File: src/sv/cicd_pkg.sv
// ---------------------------------------------------------------------------
// cicd_pkg
// Shared types and constants of the cloud-in-cell current deposit core.
// ---------------------------------------------------------------------------
`timescale 1ns / 1ps
`default_nettype none

package cicd_pkg;

   localparam int AccWidth  = 48;
   localparam int IncWidth  = 48;
   localparam int SumWidth  = ((AccWidth > IncWidth) ? AccWidth : IncWidth) + 1;
   localparam int CsrAddrWidth = 3;
   localparam int CsrDataWidth = 32;

   localparam logic [31:0] QOne     = 32'h0001_0000;
   localparam logic [16:0] FracOne  = 17'h1_0000;
   localparam logic [2:0]  CornerLast = 3'd7;
   localparam logic [1:0]  AxisLast   = 2'd2;
   localparam logic [4:0]  IterLast   = 5'd31;

   typedef enum logic [CsrAddrWidth-1:0] {
      CSR_ORIGIN_X   = 3'd0,
      CSR_ORIGIN_Y   = 3'd1,
      CSR_ORIGIN_Z   = 3'd2,
      CSR_INV_SIZE_X = 3'd3,
      CSR_INV_SIZE_Y = 3'd4,
      CSR_INV_SIZE_Z = 3'd5,
      CSR_CHARGE     = 3'd6,
      CSR_LIGHT      = 3'd7
   } csr_addr_type;

   // One memory row holds rho, jx, jy, jz of a corner.
   typedef logic [3:0][AccWidth-1:0] row_type;

endpackage

`default_nettype wire

File: src/sv/cicd_isqrt.sv
// ---------------------------------------------------------------------------
// cicd_isqrt
// Bit-pair integer square root of a 64-bit value, one result bit per cycle.
// ---------------------------------------------------------------------------
`timescale 1ns / 1ps
`default_nettype none

module cicd_isqrt (
   input  logic        clock,
   input  logic        reset,
   input  logic        start,
   input  logic [63:0] radicand,
   output logic        done,
   output logic [31:0] root
);
   import cicd_pkg::*;

   logic [63:0] rem_ff;
   logic [63:0] res_ff;
   logic [63:0] probe_ff;
   logic [4:0]  cnt_ff;
   logic        busy_ff;
   logic        done_ff;
   logic [63:0] trial_in;
   logic        fits;

   assign trial_in = res_ff + probe_ff;
   assign fits     = rem_ff >= trial_in;

   always_ff @(posedge clock) begin
      if (reset) begin
         busy_ff <= 1'b0;
         done_ff <= 1'b0;
         cnt_ff  <= '0;
      end else begin
         done_ff <= 1'b0;
         if (start) begin
            rem_ff   <= radicand;
            res_ff   <= '0;
            probe_ff <= 64'h4000_0000_0000_0000;
            cnt_ff   <= '0;
            busy_ff  <= 1'b1;
         end else if (busy_ff) begin
            if (fits) begin
               rem_ff <= rem_ff - trial_in;
               res_ff <= (res_ff >> 1) + probe_ff;
            end else begin
               res_ff <= res_ff >> 1;
            end
            probe_ff <= probe_ff >> 2;
            cnt_ff   <= cnt_ff + 5'd1;
            if (cnt_ff == IterLast) begin
               busy_ff <= 1'b0;
               done_ff <= 1'b1;
            end
         end
      end
   end

   assign done = done_ff;
   assign root = res_ff[31:0];

endmodule

`default_nettype wire

File: config.mk
export PLATFORM = sky130hd
export DESIGN_NAME = cicd_isqrt
export DESIGN_NICKNAME = d
export VERILOG_FILES = /design/src/sv/cicd_pkg.sv /design/src/sv/cicd_isqrt.sv
export SDC_FILE = /design/constraint.sdc
export NUM_CORES = 1
export LEC_CHECK = 0
export ABC_AREA = 1
export BUFFER_PORTS_ARGS = -buffer_cell sky130_fd_sc_hd__clkbuf_2
export CAP_MARGIN = 20
export CORE_MARGIN = 5
export CORE_UTILIZATION = 65
export DETAILED_ROUTE_END_ITERATION = 6
export PLACE_DENSITY = 0.9
export SLEW_MARGIN = 10
export SYNTH_ARGS = -nofsm -noshare
export SYNTH_HDL_FRONTEND = slang
export SYNTH_SLANG_ARGS = --single-unit
File: constraint.sdc
create_clock -name clock -period 25 [get_ports clock]
set_input_delay 5 -clock clock [delete_from_list [all_inputs] [get_ports clock]]
set_output_delay 5 -clock clock [all_outputs]
set_load 0.02 [all_outputs]
Yosys cells after proc, flatten, opt, wreduce, memory -nomap -nowiden
Index checks and enable logic that the tools add are counted.

storage, ports and cells
  logic and storage cells = 30
  bits in registers = 167
  input bits = 67
  output and inout port bits = 33

cells by class
  add/subtract/negate cells = 4
  reduce and logical (&&, ||, !) cells = 6
  equal/unequal tests = 1
  bitwise gates (word level) = 2
  multiplexer cells = 10
  magnitude comparators = 1

operators with widths
  operator                                                       count
  64-bit two-way mux                                             5
  63-bit by 63-bit adder with 64-bit output                      1
  64-bit by 63-bit adder with 64-bit output                      1
  64-bit >= comparator                                           1
  64-bit subtractor                                              1
  63-bit two-way mux                                             1
  5-bit by 1-bit adder with 5-bit output, second input constant  1
  5-bit equality test, second input constant                     1
  1-bit two-way mux                                              4
  2-bit nonzero test                                             2
  3-bit AND reduction                                            1
  3-bit OR reduction                                             1
  1-bit inverter                                                 2
  2-bit AND reduction                                            1
  2-bit OR reduction                                             1

Logic depth before layout (Yosys ltp)
  depth in word-level cells = 5
  mapped depth = 27
  depth with buffers taken out = 27

Least setup slack after synthesis
OpenSTA, ideal clock, no wires.

  path type = input port to flip-flop
  start = input port start
  end = register rem_ff[0] (enable)
  buffers on the path = 1
  data required time = 24.582 ns
  stages on the path = 5
  setup time = 0.418 ns
  arrival = 12.138 ns
  slack = 12.444 ns
  path through = clkbuf_1 > inv_2 > a21oi_1 > o21ai_0 > inv_1

on the way
  longest elaborated chain between the ends = 2
  elaborated cells on any way between the ends = 3
  classes of those cells = reduce/logical (3)

RTL lines
  element                                 RTL line          source
  from (decl)                             cicd_isqrt.sv:11  input logic start,
  2-bit nonzero test (no source line)     -
  3-bit AND reduction (no source line) *  -
  to (signal assigned)                    cicd_isqrt.sv:38  rem_ff <= radicand;
  to (signal assigned)                    cicd_isqrt.sv:45  rem_ff <= rem_ff - trial_in;
  to (decl)                               cicd_isqrt.sv:18  logic [63:0] rem_ff;

Mark *: on every way between the ends. The rest lies on a longest branch, timed or not.
A chain may end at the register's enable or synchronous reset.

Final worst setup path
  start = input port start
  end = register res_ff[19] (enable)

on the way
  longest elaborated chain between the ends = 2

RTL lines
  element                               RTL line          source
  2-bit nonzero test (no source line)   -
  2-bit AND reduction (no source line)  -
  to (signal assigned)                  cicd_isqrt.sv:46  res_ff <= (res_ff >> 1) + probe_ff;
  to (signal assigned)                  cicd_isqrt.sv:48  res_ff <= res_ff >> 1;
  to (decl)                             cicd_isqrt.sv:19  logic [63:0] res_ff;

Every way passes these cells.

==> qor.yml <==
outcome: "finished, final reports clean"
worstSetupEndpointType: "register"
wl_per_cell_um: 16.4
vias_per_cell: 5.61
worst_slew_pin_slew_ns: 0.972
post_cts_buffers: 0
skew_ns: 0.0118
max_freq_mhz: 136
hold_path.class: "reg2reg"
synth_cells: 3518
cts_root_buffer: "clkbuf_16"
cp_max_fo: 61
drtIter0Drc: 2421
final.fill_count: 2965
cts-htree-levels: 4
slew_headroom: 0.352
critical_path_arrival_ns: 7.44
postCtsHoldBufs: 0
intPower_w: 0.000738
core_area_sq_um: 31400
power_w: 0.00142
clockBufferDepth: 2
finalSetupTns_ns: 0
ctsResizeCount: 0
required_ns: 25.11
fin_area_sq_um: 21700
clkPwrFrac: 0.187
critPathKind: "in2reg"
die_y_um: 188
ys_ff_latch: 167
grt_pass1_vias: 20900
p_switching_w: 0.000680
layout.nets: 3766
start_util: 0.655
setup_viol_count_final: 0
routed_wl_um: 65300
hold_viol_final: 0
fin_util: 0.692
netSwitchingFraction: 0.480
synth_fp_nets: 3718
ios: 100
synth-main-ff-cell: "edfxtp_1"
grt_max_degree: 82
synth-seq-area-share: 0.240
synth_top_cell_area_share: 0.261
first_pass_iters: 7
synth_top_cell_by_area: "nand2_1"
place.gp.congestion: 1.04
cts_buffers: 17
rows: 65
synth_common_cells: "1431 x nand2_1, 563 x inv_1, 339 x nor2_1"
via_count: 22300
min_delay_path_depth: 2
peakVddDrop_v: 0.0000513
place_hpwl_um: 53000
die_w_um: 188
syn_area_sq_um: 20600
antenna_left: 0
n_antenna_cell: 0
grt.overflow.total: 0
drv_slew: 0
reg2reg_depth: 20
synth.most_common_cell: "nand2_1"
drive_gt1_frac: 0.0517
critPathLaunchType: "input port"
power.leakage_nw: 11.5
clkLatencyLatePin_ns: 0.48
yosysUniqueCellTypes: 44
die-area_sq_um: 35300
grt_pass1_wl_um: 103000
syn_to_final_growth_pct: 5.61
drc: 0
avgSynthCellArea_sq_um: 5.85
yosysWarnings: 0
grt.total_usage: 0.364
io_buffers: 99
maxCapViolCount: 0
clkSinkCount: 167
rsz0062_at_grt: "false"
place_area_sq_um: 21200
antenna_found_initial: 0
async_flop_share: 0
cts_tree: "yes"
p_seq_frac: 0.284
finalCritPeriodShare: 0.293
power.density_nw_per_um2: 65.3
synth-edff-count: 160
period_needed_ns: 7.33
combPwrFrac: 0.529
ys_top_cells_by_area: "nand2_1 26%, edfxtp_1 23%, inv_1 10%, ha_1 8.0%, nor2_1 6.2%"
clk_pin_slew_worst_paths_ns: 0.08
==> metal layers <==
metal	track usage	routed length, um
met5	0	0
met4	0.221	4360
met3	0.0449	5680
met2	0.596	29400
met1	0.461	25800
==> cell families after synthesis <==
family | synth area share
AND/OR/NAND/NOR | 0.425
buffers and inverters | 0.127
AO/OA/AOI/OAI | 0.0832
flip-flops | 0.240
adder cells (fa/ha/maj) | 0.0813
XOR/XNOR | 0.0438
==> layout make-up <==
| cell class | count | area (sq um) | share of cell area |
|---|---|---|---|
| clock buffer | 17 | 425 | 0.0196 |
| clock inverter | 14 | 136 | 0.00628 |
| multi-input combinational | 2704 | 13000 | 0.600 |
| timing repair buffer | 105 | 543 | 0.0250 |
| inverter | 571 | 2140 | 0.0986 |
| tap | 402 | 503 | 0.0231 |
| sequential | 167 | 4940 | 0.228 |
==> through the flow <==
step,hold WS (ns),cells,worst slack (ns)
floorplan,0.445,3518,12.44
detailed placement,0.478,3949,17.17
global placement,0.455,3949,17.23
CTS,0.491,3980,17.66
finish,0.501,3980,17.67
global route,0.522,3980,17.50
==> state kept, by name (all words and copies together) (netlist names) <==
name,count
busy_ff,1
probe_ff,32
cnt_ff,5
done,1
res_ff,64
rem_ff,64
==> critical path, cell delays in order <==
cell	delay, ns
buf_4	0.39
inv_2	0.50
a21oi_4	0.29
buf_4	0.47
buf_4	0.70
==> worst paths after layout <==
| kind | from | end | slack [ns] |
|---|---|---|---|
| setup / recovery | start | res_ff[19]$_SDFFCE_PP0P_ | 17.67 |
| hold / removal | cnt_ff[4]$_SDFFE_PP0P_ | cnt_ff[4]$_SDFFE_PP0P_ | 0.50 |
| setup reg to reg | res_ff[14]$_SDFFCE_PP0P_ | rem_ff[43]$_DFFE_PP_ | 19.41 |
| hold reg to reg | cnt_ff[4]$_SDFFE_PP0P_ | cnt_ff[4]$_SDFFE_PP0P_ | 0.50 |
==> cells in the final DEF, fill, tap and decap left out, types with 3 or more instances in the layout <==
cell type / Yosys / final
nand4_1: 27 / 27
dfxtp_1: 7 / 7
o21ai_1: 7 / 7
o21a_1: 7 / 7
o21ai_0: 128 / 128
inv_2: 6 / 7
nand2_1: 1431 / 1431
nor2_2: 5 / 5
nand3b_1: 29 / 29
edfxtp_1: 160 / 160
nor3_1: 44 / 44
or2_2: 12 / 12
a21oi_1: 144 / 143
xnor2_1: 58 / 58
clkbuf_16: 0 / 17
a31oi_1: 3 / 3
ha_1: 132 / 132
nand3_1: 214 / 214
buf_4: 32 / 7
nor2_1: 339 / 339
inv_1: 563 / 562
clkinv_1: 2 / 3
nand2_2: 19 / 19
o21bai_1: 20 / 20
nor4_1: 12 / 12
clkbuf_2: 0 / 98
a21o_1: 4 / 4
and2_1: 8 / 8
inv_8: 0 / 5
nand2b_1: 3 / 3
inv_6: 0 / 4
xor2_1: 45 / 45
==> power groups by stage <==
| stage | combinational (W) | sequential [W] | clock [W] |
|---|---|---|---|
| final | 0.000750 | 0.000403 | 0.000265 |
| after CTS | 0.000733 | 0.000400 | 0.000266 |
| after detailed placement | 0.000727 | 0.000405 | 0 |
| after floorplan | 0.000570 | 0.000385 | 0 |
| after global routing | 0.000843 | 0.000406 | 0.000278 |
| after global placement | 0.000712 | 0.000406 | 0 |
No activity file was read; power rests on OpenSTA's default activity.
