**config.mk**
```make
export PLATFORM = sky130hd
export DESIGN_NAME = cicd_div
export DESIGN_NICKNAME = d
export VERILOG_FILES = /design/src/sv/cicd_pkg.sv /design/src/sv/cicd_div.sv
export SDC_FILE = /design/constraint.sdc
export NUM_CORES = 1
export LEC_CHECK = 0
export ABC_AREA = 1
export BUFFER_PORTS_ARGS = -buffer_cell sky130_fd_sc_hd__clkbuf_2
export CAP_MARGIN = 0
export CORE_MARGIN = 1.5
export CORE_UTILIZATION = 26
export DETAILED_ROUTE_END_ITERATION = 8
export PLACE_DENSITY_LB_ADDON = 0.12
export SLEW_MARGIN = 20
export SYNTH_ARGS = -nofsm -noshare
export SYNTH_HDL_FRONTEND = slang
export SYNTH_SLANG_ARGS = --single-unit
```
**constraint.sdc**
```tcl
create_clock -name clock -period 5.76 [get_ports clock]
set_input_delay 0.576 -clock clock [delete_from_list [all_inputs] [get_ports clock]]
set_output_delay 0.576 -clock clock [all_outputs]
set_load 0.005 [all_outputs]
```
**src/sv/cicd_pkg.sv**
```systemverilog
// ---------------------------------------------------------------------------
// cicd_pkg
// Shared types and constants of the cloud-in-cell current deposit core.
// ---------------------------------------------------------------------------
`timescale 1ns / 1ps
`default_nettype none

package cicd_pkg;

   localparam int AccWidth  = 48;
   localparam int IncWidth  = 48;
   localparam int SumWidth  = ((AccWidth > IncWidth) ? AccWidth : IncWidth) + 1;
   localparam int CsrAddrWidth = 3;
   localparam int CsrDataWidth = 32;

   localparam logic [31:0] QOne     = 32'h0001_0000;
   localparam logic [16:0] FracOne  = 17'h1_0000;
   localparam logic [2:0]  CornerLast = 3'd7;
   localparam logic [1:0]  AxisLast   = 2'd2;
   localparam logic [4:0]  IterLast   = 5'd31;

   typedef enum logic [CsrAddrWidth-1:0] {
      CSR_ORIGIN_X   = 3'd0,
      CSR_ORIGIN_Y   = 3'd1,
      CSR_ORIGIN_Z   = 3'd2,
      CSR_INV_SIZE_X = 3'd3,
      CSR_INV_SIZE_Y = 3'd4,
      CSR_INV_SIZE_Z = 3'd5,
      CSR_CHARGE     = 3'd6,
      CSR_LIGHT      = 3'd7
   } csr_addr_type;

   // One memory row holds rho, jx, jy, jz of a corner.
   typedef logic [3:0][AccWidth-1:0] row_type;

endpackage

`default_nettype wire

```
**src/sv/cicd_div.sv**
```systemverilog
// ---------------------------------------------------------------------------
// cicd_div
// Restoring divider, 64-bit dividend by 33-bit divisor, one quotient bit per
// cycle. The caller guarantees that the quotient fits in 32 bits.
// ---------------------------------------------------------------------------
`timescale 1ns / 1ps
`default_nettype none

module cicd_div (
   input  logic        clock,
   input  logic        reset,
   input  logic        start,
   input  logic [63:0] dividend,
   input  logic [32:0] divisor,
   output logic        done,
   output logic [31:0] quotient
);
   import cicd_pkg::*;

   logic [32:0] rem_ff;
   logic [31:0] low_ff;
   logic [32:0] den_ff;
   logic [31:0] quo_ff;
   logic [4:0]  cnt_ff;
   logic        busy_ff;
   logic        done_ff;
   logic [33:0] shift_in;
   logic [33:0] diff_in;
   logic        fits;

   assign shift_in = {rem_ff, low_ff[31]};
   assign diff_in  = shift_in - {1'b0, den_ff};
   assign fits     = shift_in >= {1'b0, den_ff};

   always_ff @(posedge clock) begin
      if (reset) begin
         busy_ff <= 1'b0;
         done_ff <= 1'b0;
         cnt_ff  <= '0;
      end else begin
         done_ff <= 1'b0;
         if (start) begin
            rem_ff  <= {1'b0, dividend[63:32]};
            low_ff  <= dividend[31:0];
            den_ff  <= divisor;
            quo_ff  <= '0;
            cnt_ff  <= '0;
            busy_ff <= 1'b1;
         end else if (busy_ff) begin
            rem_ff <= fits ? diff_in[32:0] : shift_in[32:0];
            low_ff <= {low_ff[30:0], 1'b0};
            quo_ff <= {quo_ff[30:0], fits};
            cnt_ff <= cnt_ff + 5'd1;
            if (cnt_ff == IterLast) begin
               busy_ff <= 1'b0;
               done_ff <= 1'b1;
            end
         end
      end
   end

   assign done     = done_ff;
   assign quotient = quo_ff;

endmodule

`default_nettype wire

```
* Word level (Yosys, flattened, before mapping)
Index checks and enable logic that the tools add are counted.
W data, S select, Z words.
** Cells by class
- Add/sub/neg operators :: 2
- Order comparisons :: 1
- Equal/unequal tests :: 1
- Mux-type cells :: 10
- Bitwise gates (word level) :: 2
- Reductions and logical operators :: 5
** Operator list (count)
- $mux W32 :: 4
- $mux W33 :: 2
- $ge A34 B33 Y1 :: 1
- $sub A33 B33 Y33 :: 1
- $add A5 B1 Y5 const B :: 1
- $eq A5 B5 Y1 const B :: 1
- $mux W1 :: 4
- $reduce_and A2 Y1 :: 2
- $reduce_or A3 Y1 :: 1
- $not A1 Y1 :: 2
- $reduce_bool A2 Y1 :: 1
- $reduce_or A2 Y1 :: 1
** Storage, ports and cells
- Register bits :: 137
- Input port bits :: 100
- Output and inout bits :: 33
- Word-level logic and storage cells :: 29

* Logic depth before layout (Yosys ltp)
Gate-level depths: netlist of run 1.
- Depth after elaboration :: 4
- Depth in mapped cells :: 16
- Mapped depth without buffers :: 16

* Least setup slack after synthesis of run 1
Ideal clock, no wire load.
- Kind :: in2reg
- Start point :: input port start
- End point :: register low_ff[0], enable pin
- Setup time :: 450 ps
- Arrival :: 3064 ps
- Data required time :: 5310 ps
- Path slack :: 2245 ps
- Stages on the path :: 4
- Buffers on the path :: 2
- Cells stage by stage :: clkbuf_1 -> clkbuf_1 -> o21ai_0 -> inv_1
** On the way
- Longest elaborated chain between the ends :: 2
** Ends and longest elaborated chain
- start, declared :: RTL line cicd_div.sv:12 : input logic start,
- $reduce_bool A2 Y1 (no line)
- $reduce_and A2 Y1 (no line)
- end signal, assigned :: RTL line cicd_div.sv:44 : low_ff <= dividend[31:0];
- end signal, assigned :: RTL line cicd_div.sv:51 : low_ff <= {low_ff[30:0], 1'b0};
- end, declared :: RTL line cicd_div.sv:21 : logic [31:0] low_ff;
Every way passes these cells.
A chain may end at the register's enable or synchronous reset.

* Worst setup path in the final report of run 1
- Start point :: register rem_ff[24]
- End point :: register rem_ff[28] (data pin)
** On the way
- Longest elaborated chain between the ends :: 4
- Elaborated cells on any way between the ends :: 5
- Classes of those cells :: add/sub: 1; order compare: 1; mux: 3
** Ends and longest elaborated chain
- start, declared :: RTL line cicd_div.sv:20 : logic [32:0] rem_ff;
- start signal, assigned :: RTL line cicd_div.sv:43 : rem_ff <= {1'b0, dividend[63:32]};
- start signal, assigned :: RTL line cicd_div.sv:50 : rem_ff <= fits ? diff_in[32:0] : shift_in[32:0];
- $sub A33 B33 Y33 / $ge A34 B33 Y1 (equally long branches) :: RTL line cicd_div.sv:32, cicd_div.sv:33
- $mux W33 (*) :: RTL line cicd_div.sv:50
- $mux W33 (*) :: RTL line cicd_div.sv:49 : end else if (busy_ff) begin
- $mux W32 (*) :: RTL line cicd_div.sv:42 : if (start) begin
Mark *: on every way between the ends. The rest lies on a longest branch, timed or not. The select of a mux whose other input is x is not followed.

==> results.json, run 1 <==
{
  "crit_fanout": 35,
  "path_class": "reg -> reg",
  "grt_pass1_vias": 7083,
  "syn_nets": 1279,
  "setup_viol": 0,
  "maxCapViolCount": 0,
  "cts_resized": 0,
  "holdBufCountCts": 0,
  "synthMuxAreaShare_pct": 0,
  "viasPerCell": 4.13,
  "cts_tree": "done",
  "setup_tns_ns": 0,
  "setup_slack_ns": 3.05,
  "synth_cell_types": 35,
  "netlist_area_sq_um": 8620,
  "die_w_microns": 185,
  "yosys.area_share.xor_xnor_pct": 1.52,
  "clockBufferDepth": 2,
  "area_growth_pct": 20.8,
  "synth_edf_count": 130,
  "synth-adder-area-share_pct": 5.31,
  "relSlewSlack_pct": 39.0,
  "first_pass_iters": 5,
  "die_h_microns": 185,
  "drv_slew": 0,
  "power.density_nw_per_um2": 303,
  "ys_ff_latch": 137,
  "htreeDepth": 4,
  "n_fill_cell": 3586,
  "start_util_pct": 26.4,
  "fin_worst_skew_ns": 0.0135,
  "ir_worst_vdd_v": 0.000220,
  "fin_cells": 1727,
  "first_iter_violations": 358,
  "finalPower_mw": 3.15,
  "period_minus_slack_ns": 2.71,
  "synthFlopType": "edfxtp_1",
  "die_area_sq_um": 34200,
  "track_usage_pct": 14.3,
  "finalHoldViolCount": 0,
  "post-cts-setup-buffers": 0,
  "synth_compound_area_share_pct": 1.55,
  "yosysWarnings": 0,
  "fp.coreArea_sq_um": 32600,
  "synth-simple-area-share_pct": 33.5,
  "clockRootBuffer": "clkbuf_16",
  "startpoint_type": "flop",
  "async_flop_share_pct": 0,
  "drtAntennaViolNets": 0,
  "wl_mm": 23.3,
  "crit_arrival_ns": 2.91,
  "required_ns": 5.96,
  "status": "finished clean",
  "place_hpwl_mm": 17.3,
  "final_cell_area_sq_um": 10400,
  "synth_area_per_cell_sq_um": 7.54,
  "preCtsSetupSlack_ns": 3.00,
  "clkSlewWorstSetupHoldPaths_ns": 0.07,
  "dp.cells": 1694,
  "grt_pass1_wl_mm": 37.3,
  "rows": 66,
  "clock-sinks": 137,
  "grt_antenna_before_repair": 0,
  "wl_per_cell_microns": 13.5,
  "worst_pin_slew_ns": 0.915,
  "rsz0062_at_grt": "false",
  "place_area_sq_um": 9730,
  "cp-end-kind": "flop",
  "fin_crit_sh_pct": 47.1,
  "p_leak_nw": 5.33,
  "grt_overflow": 0,
  "drive_gt1_share_pct": 15.5,
  "vias": 7132,
  "ys_seq_area_share_pct": 46.9,
  "finalNetCount": 1408,
  "cts_buffers": 17,
  "pin_count": 133,
  "clk_latency_ns": 0.44,
  "drc": 0,
  "fmax_ghz": 0.369,
  "synth_top_family_by_area": "simple AND/OR/NAND/NOR gates",
  "numPortBuffers": 132,
  "n_antenna_cell": 0,
  "synthCells": 1143,
  "hp-class": "in -> reg",
  "routabilityCongestion": 0.884,
  "grt_max_degree": 84
}
[area by class of cell]
class	instances	area, sq um	share of cell area (%)
clock buffers	17	425	4.08
clock inverters	15	228	2.19
inverters	222	836	8.02
multi-input cells	758	3620	34.7
flip-flops and latches	137	4040	38.8
well taps	442	553	5.31
repair buffers	136	713	6.85
[cells in the mapped netlist, types with 7 or more instances]
| cell | instances | area [sq um] |
|---|---|---|
| xnor2_1 | 14 | 123 |
| nand2_2 | 9 | 56.3 |
| edfxtp_1 | 130 | 3900 |
| buf_2 | 7 | 35.0 |
| nand2_1 | 474 | 1780 |
| dfxtp_1 | 7 | 140 |
| inv_1 | 215 | 807 |
| clkbuf_1 | 11 | 41.3 |
| nand3_1 | 58 | 290 |
| a21oi_1 | 21 | 105 |
| ha_1 | 35 | 438 |
| nor2_1 | 81 | 304 |
| nor3_1 | 7 | 35.0 |
| nand3b_1 | 27 | 203 |
[sequential cells by signal, summed over array words and instances, names as in the netlist]
register  cells
rem_ff       33
den_ff       33
low_ff       32
quotient     32
cnt_ff        5
done          1
busy_ff       1
[power breakdown]
| part | switching (mW) | internal [mW] | total [mW] |
|---|---|---|---|
| clock | 0.508 | 0.746 | 1.25 |
| sequential | 0.0279 | 1.18 | 1.21 |
| combinational | 0.445 | 0.245 | 0.690 |
| total | 0.981 | 2.17 | 3.15 |
[stage by stage]
stage	util, %	hold slack, ns
CTS	31.8	0.270
floorplan	-	0.445
global route	31.9	0.273
finish	31.9	0.303
global placement	29.8	0.459
detailed placement	29.8	0.466
[cell usage in the layout, fill, tap and decap left out, drive strengths merged, types with 5 or more instances in the layout]
cell	instances
nand3	59
dfxtp	7
inv	230
edfxtp	130
clkbuf	148
nand3b	27
nand2	485
ha	35
a21oi	21
nor2	89
buf	5
nand4	7
and2	6
nor3	8
xnor2	14
[logic make-up (layout without fill, tap and decap cells)]
kind of cell | Yosys count | after routing
AOI/OAI and AO/OA | 26 | 26
and+or+nand+nor | 681 | 681
adders and majority gates | 36 | 36
xor gates and xnor gates | 15 | 15
DFF | 137 | 137
buffers and inverters | 248 | 390
[path summary, 6_finish.rpt]
check / start / end / slack [ns] / cells after the start
min reg2reg: cnt_ff[4] / cnt_ff[4] / 0.47 / 2
min: divisor[29] / den_ff[29] / 0.30 / 1
max: rem_ff[24] / rem_ff[28] / 3.05 / 15
max reg2reg: rem_ff[24] / rem_ff[28] / 3.05 / 15
[metal layers]
| layer | track usage [%] | routed length (microns) | vias up |
|---|---|---|---|
| li1 | - | - | 3773 |
| met5 | 0 | 0 | - |
| met2 | 22.4 | 10300 | 130 |
| met3 | 4.13 | 1190 | 16 |
| met4 | 4.33 | 315 | 0 |
| met1 | 19.1 | 11600 | 3213 |
[critical path, stage by stage (launching register included)]
cell and delay (ns):
edfxtp_1 0.41, ha_1 0.37, nand2_1 0.14, inv_1 0.05, nand2_1 0.06, nand2_1 0.07, inv_1 0.05, nand2_1 0.06
nand2_1 0.06, nand2_1 0.12, nor2_8 0.42, nand2_8 0.24, nand2_2 0.22, nand2_1 0.07, nand2_1 0.07, nand2_1 0.04
Note: power is estimated with default switching activity, not from simulation.
==> run 2: changes to the inputs <==
ABC_AREA = 0   (was 1)
clock period = 2.4 ns   (was 5.76 ns; I/O delays follow)
==> run 2 against run 1 <==
The run now ends with setup timing left. Core utilization is 6.2 points higher. Global-route usage is 0.54 points lower. Cell count is 25% lower. Critical path type unchanged. Critical endpoint is now rem_ff[11]. Largest cell class unchanged. Largest power group is now registers. Highest routed layer unchanged.
==> results.json, run 2 <==
{
  "first_pass_iters": 4,
  "drive_gt1_share_pct": 43.7,
  "whs_endpoint": "busy_ff",
  "place_hpwl_mm": 13.8,
  "crit_arrival_ns": 3.37,
  "r2r_setup_slack_ns": -0.79,
  "fp.coreArea_sq_um": 27900,
  "drc": 0,
  "synth-simple-area-share_pct": 11.8,
  "start_util_pct": 26.5,
  "r2r_cells": 14,
  "hp-class": "in -> reg",
  "wl_per_cell_microns": 14.8,
  "relSlewSlack_pct": 64.6,
  "failed_checks": "setup timing",
  "ys_seq_area_share_pct": 54.7,
  "critPathBufInv": 3,
  "cts_tree": "done",
  "fmax_ghz": 0.313,
  "wl_mm": 19.3,
  "path_cells": "inv_1 > ha_2 > inv_2 > fa_2 > a211oi_2 > nor2_2 > o22ai_2 > nor2_2 > o21a_1 > o31a_1 > or2_4 > buf_4 > mux2_4 > mux2_2",
  "power.density_nw_per_um2": 720,
  "area_growth_pct": 43.9,
  "synth_compound_area_share_pct": 9.99,
  "path_class": "reg -> reg",
  "final_common_cell": "clkbuf_2",
  "crit_slowest_cell": "edfxtp_1",
  "synth.area.top_cells": "edfxtp_1 53%, mux2_2 7.2%, ha_1 5.9%, nor2b_1 3.5%, a21oi_1 3.5%",
  "vias": 5644,
  "routabilityCongestion": 0.817,
  "pin_count": 133,
  "die_w_microns": 172,
  "synth_area_per_cell_sq_um": 11.9,
  "synthCells": 622,
  "grt_pass1_vias": 6005,
  "synthFlopType": "edfxtp_1",
  "grt_max_degree": 57,
  "yosysTopAreaCell": "edfxtp_1",
  "finalHoldViolCount": 0,
  "setup_viol": 34,
  "crit_start": "low_ff[31]",
  "clkSlewWorstSetupHoldPaths_ns": 0.07,
  "fin_worst_skew_ns": 0.0131,
  "clk_latency_ns": 0.43,
  "first_iter_violations": 272,
  "status": "finished, violations left",
  "setup_tns_ns": -20.59,
  "setup_slack_ns": -0.794,
  "clockBufferDepth": 2,
  "required_ns": 2.57,
  "crit_fanout": 5,
  "drtAntennaViolNets": 0,
  "rows": 61,
  "fin_crit_sh_pct": 133,
  "synth-adder-area-share_pct": 6.20,
  "ir_worst_vdd_v": 0.000475,
  "rr_endpoint": "rem_ff[11]",
  "grt_pass1_wl_mm": 31.2,
  "die_h_microns": 172,
  "grt_overflow": 0,
  "cp-end-kind": "flop",
  "period_minus_slack_ns": 3.19,
  "synth_most_common_cell": "edfxtp_1",
  "fin_cells": 1303,
  "drv_slew": 0,
  "synthMuxAreaShare_pct": 10.0,
  "synth_edf_count": 130,
  "top_regs": "den_ff x33, rem_ff x33",
  "hold_start": "reset",
  "min_path_cells": 2,
  "yosys.area_share.xor_xnor_pct": 3.56,
  "reg2reg_from": "low_ff[31]",
  "rsz0062_at_grt": "true",
  "numPortBuffers": 132,
  "p_leak_nw": 4.43,
  "startpoint_type": "flop",
  "clockRootBuffer": "clkbuf_16",
  "track_usage_pct": 13.8,
  "clock-sinks": 137,
  "htreeDepth": 4,
  "yosysWarnings": 0,
  "worst_pin_slew_ns": 0.532,
  "dp.cells": 1231,
  "async_flop_share_pct": 0,
  "ys_ff_latch": 137,
  "netlist.area_leader.share_pct": 52.8,
  "crit_family": "compound AO/OA/AOI/OAI gates",
  "finalNetCount": 1048,
  "netlist_area_sq_um": 7390,
  "die_area_sq_um": 29400,
  "crit_top_cell": "nor2_2",
  "grt_antenna_before_repair": 0,
  "final_cell_mix": "131 x clkbuf_2, 130 x edfxtp_1, 117 x buf_4",
  "synth_top_family_by_area": "simple AND/OR/NAND/NOR gates",
  "netlist_top_cells_count": "130 x edfxtp_1, 51 x a21oi_1, 47 x mux2_2",
  "cpPeakStageDelay_ns": 0.38,
  "syn_nets": 758,
  "n_antenna_cell": 0,
  "synth_cell_types": 56,
  "viasPerCell": 4.33,
  "cts_buffers": 17,
  "maxCapViolCount": 0
}
## run 2: logic make-up (layout without fill, tap and decap cells)
group	count (synthesis)	in the layout
multiplexers	63	63
flip-flops	137	137
XOR/XNOR	30	30
AND/OR/NAND/NOR	167	167
AO/OA/AOI/OAI	121	121
buffers and inverters	68	371
adder cells (fa/ha/maj)	36	36
## run 2: cell type report
cell class | instances | area [sq um]
Timing Repair Buffer | 296 | 2060
Clock inverter | 15 | 161
Inverter | 43 | 161
Multi-Input combinational cell | 417 | 3300
Sequential cell | 137 | 4040
Clock buffer | 17 | 425
Tap cell | 378 | 473
Fill cell | 2770 | 17200
## run 2: how the worst max path moves through the flow
stage / endpoint / slack, ns / depth (start not counted)
after detailed placement: rem_ff[7] / -0.88 / 14
final: rem_ff[11] / -0.79 / 14
after global routing: rem_ff[13] / -0.95 / 14
after floorplan: rem_ff[11] / -0.79 / 15
after CTS: rem_ff[11] / -0.81 / 14
after global placement: rem_ff[7] / -0.80 / 14
## run 2: what timing repair did
item / CTS / global route
hold buffers: 33 / 0
setup buffers: 9 / 1
setup endpoints to repair: 34 / 34
resized for setup: 53 / 21
pin swaps: 18 / 16
hold endpoints to repair: 33 / 0
## run 2: metrics by stage
stage	hold slack, ns	util [%]	instance area [sq um]	total power, mW	setup WS, ns
floorplan	0.319	-	7430	4.06	-0.787
global placement	0.417	33.7	9390	4.82	-0.797
detailed placement	0.419	33.7	9390	4.84	-0.879
CTS	0.0623	37.9	10600	7.73	-0.815
global route	0.0691	38.1	10600	8.07	-0.952
finish	0.0785	38.1	10600	7.65	-0.794
## run 2: metal layers
layer	routed length (microns)	track usage, %	up-vias
met1	9210	18.0	2693
met5	0	0	-
met3	553	2.92	14
met4	228	4.12	0
met2	9300	22.8	82
li1	-	-	2855
## run 2: where the power goes
group	switching, mW	leakage, nW	internal [mW]
combinational	0.952	2.85	1.11
sequential	0.0755	1.30	2.85
clock	1.20	0.276	1.47
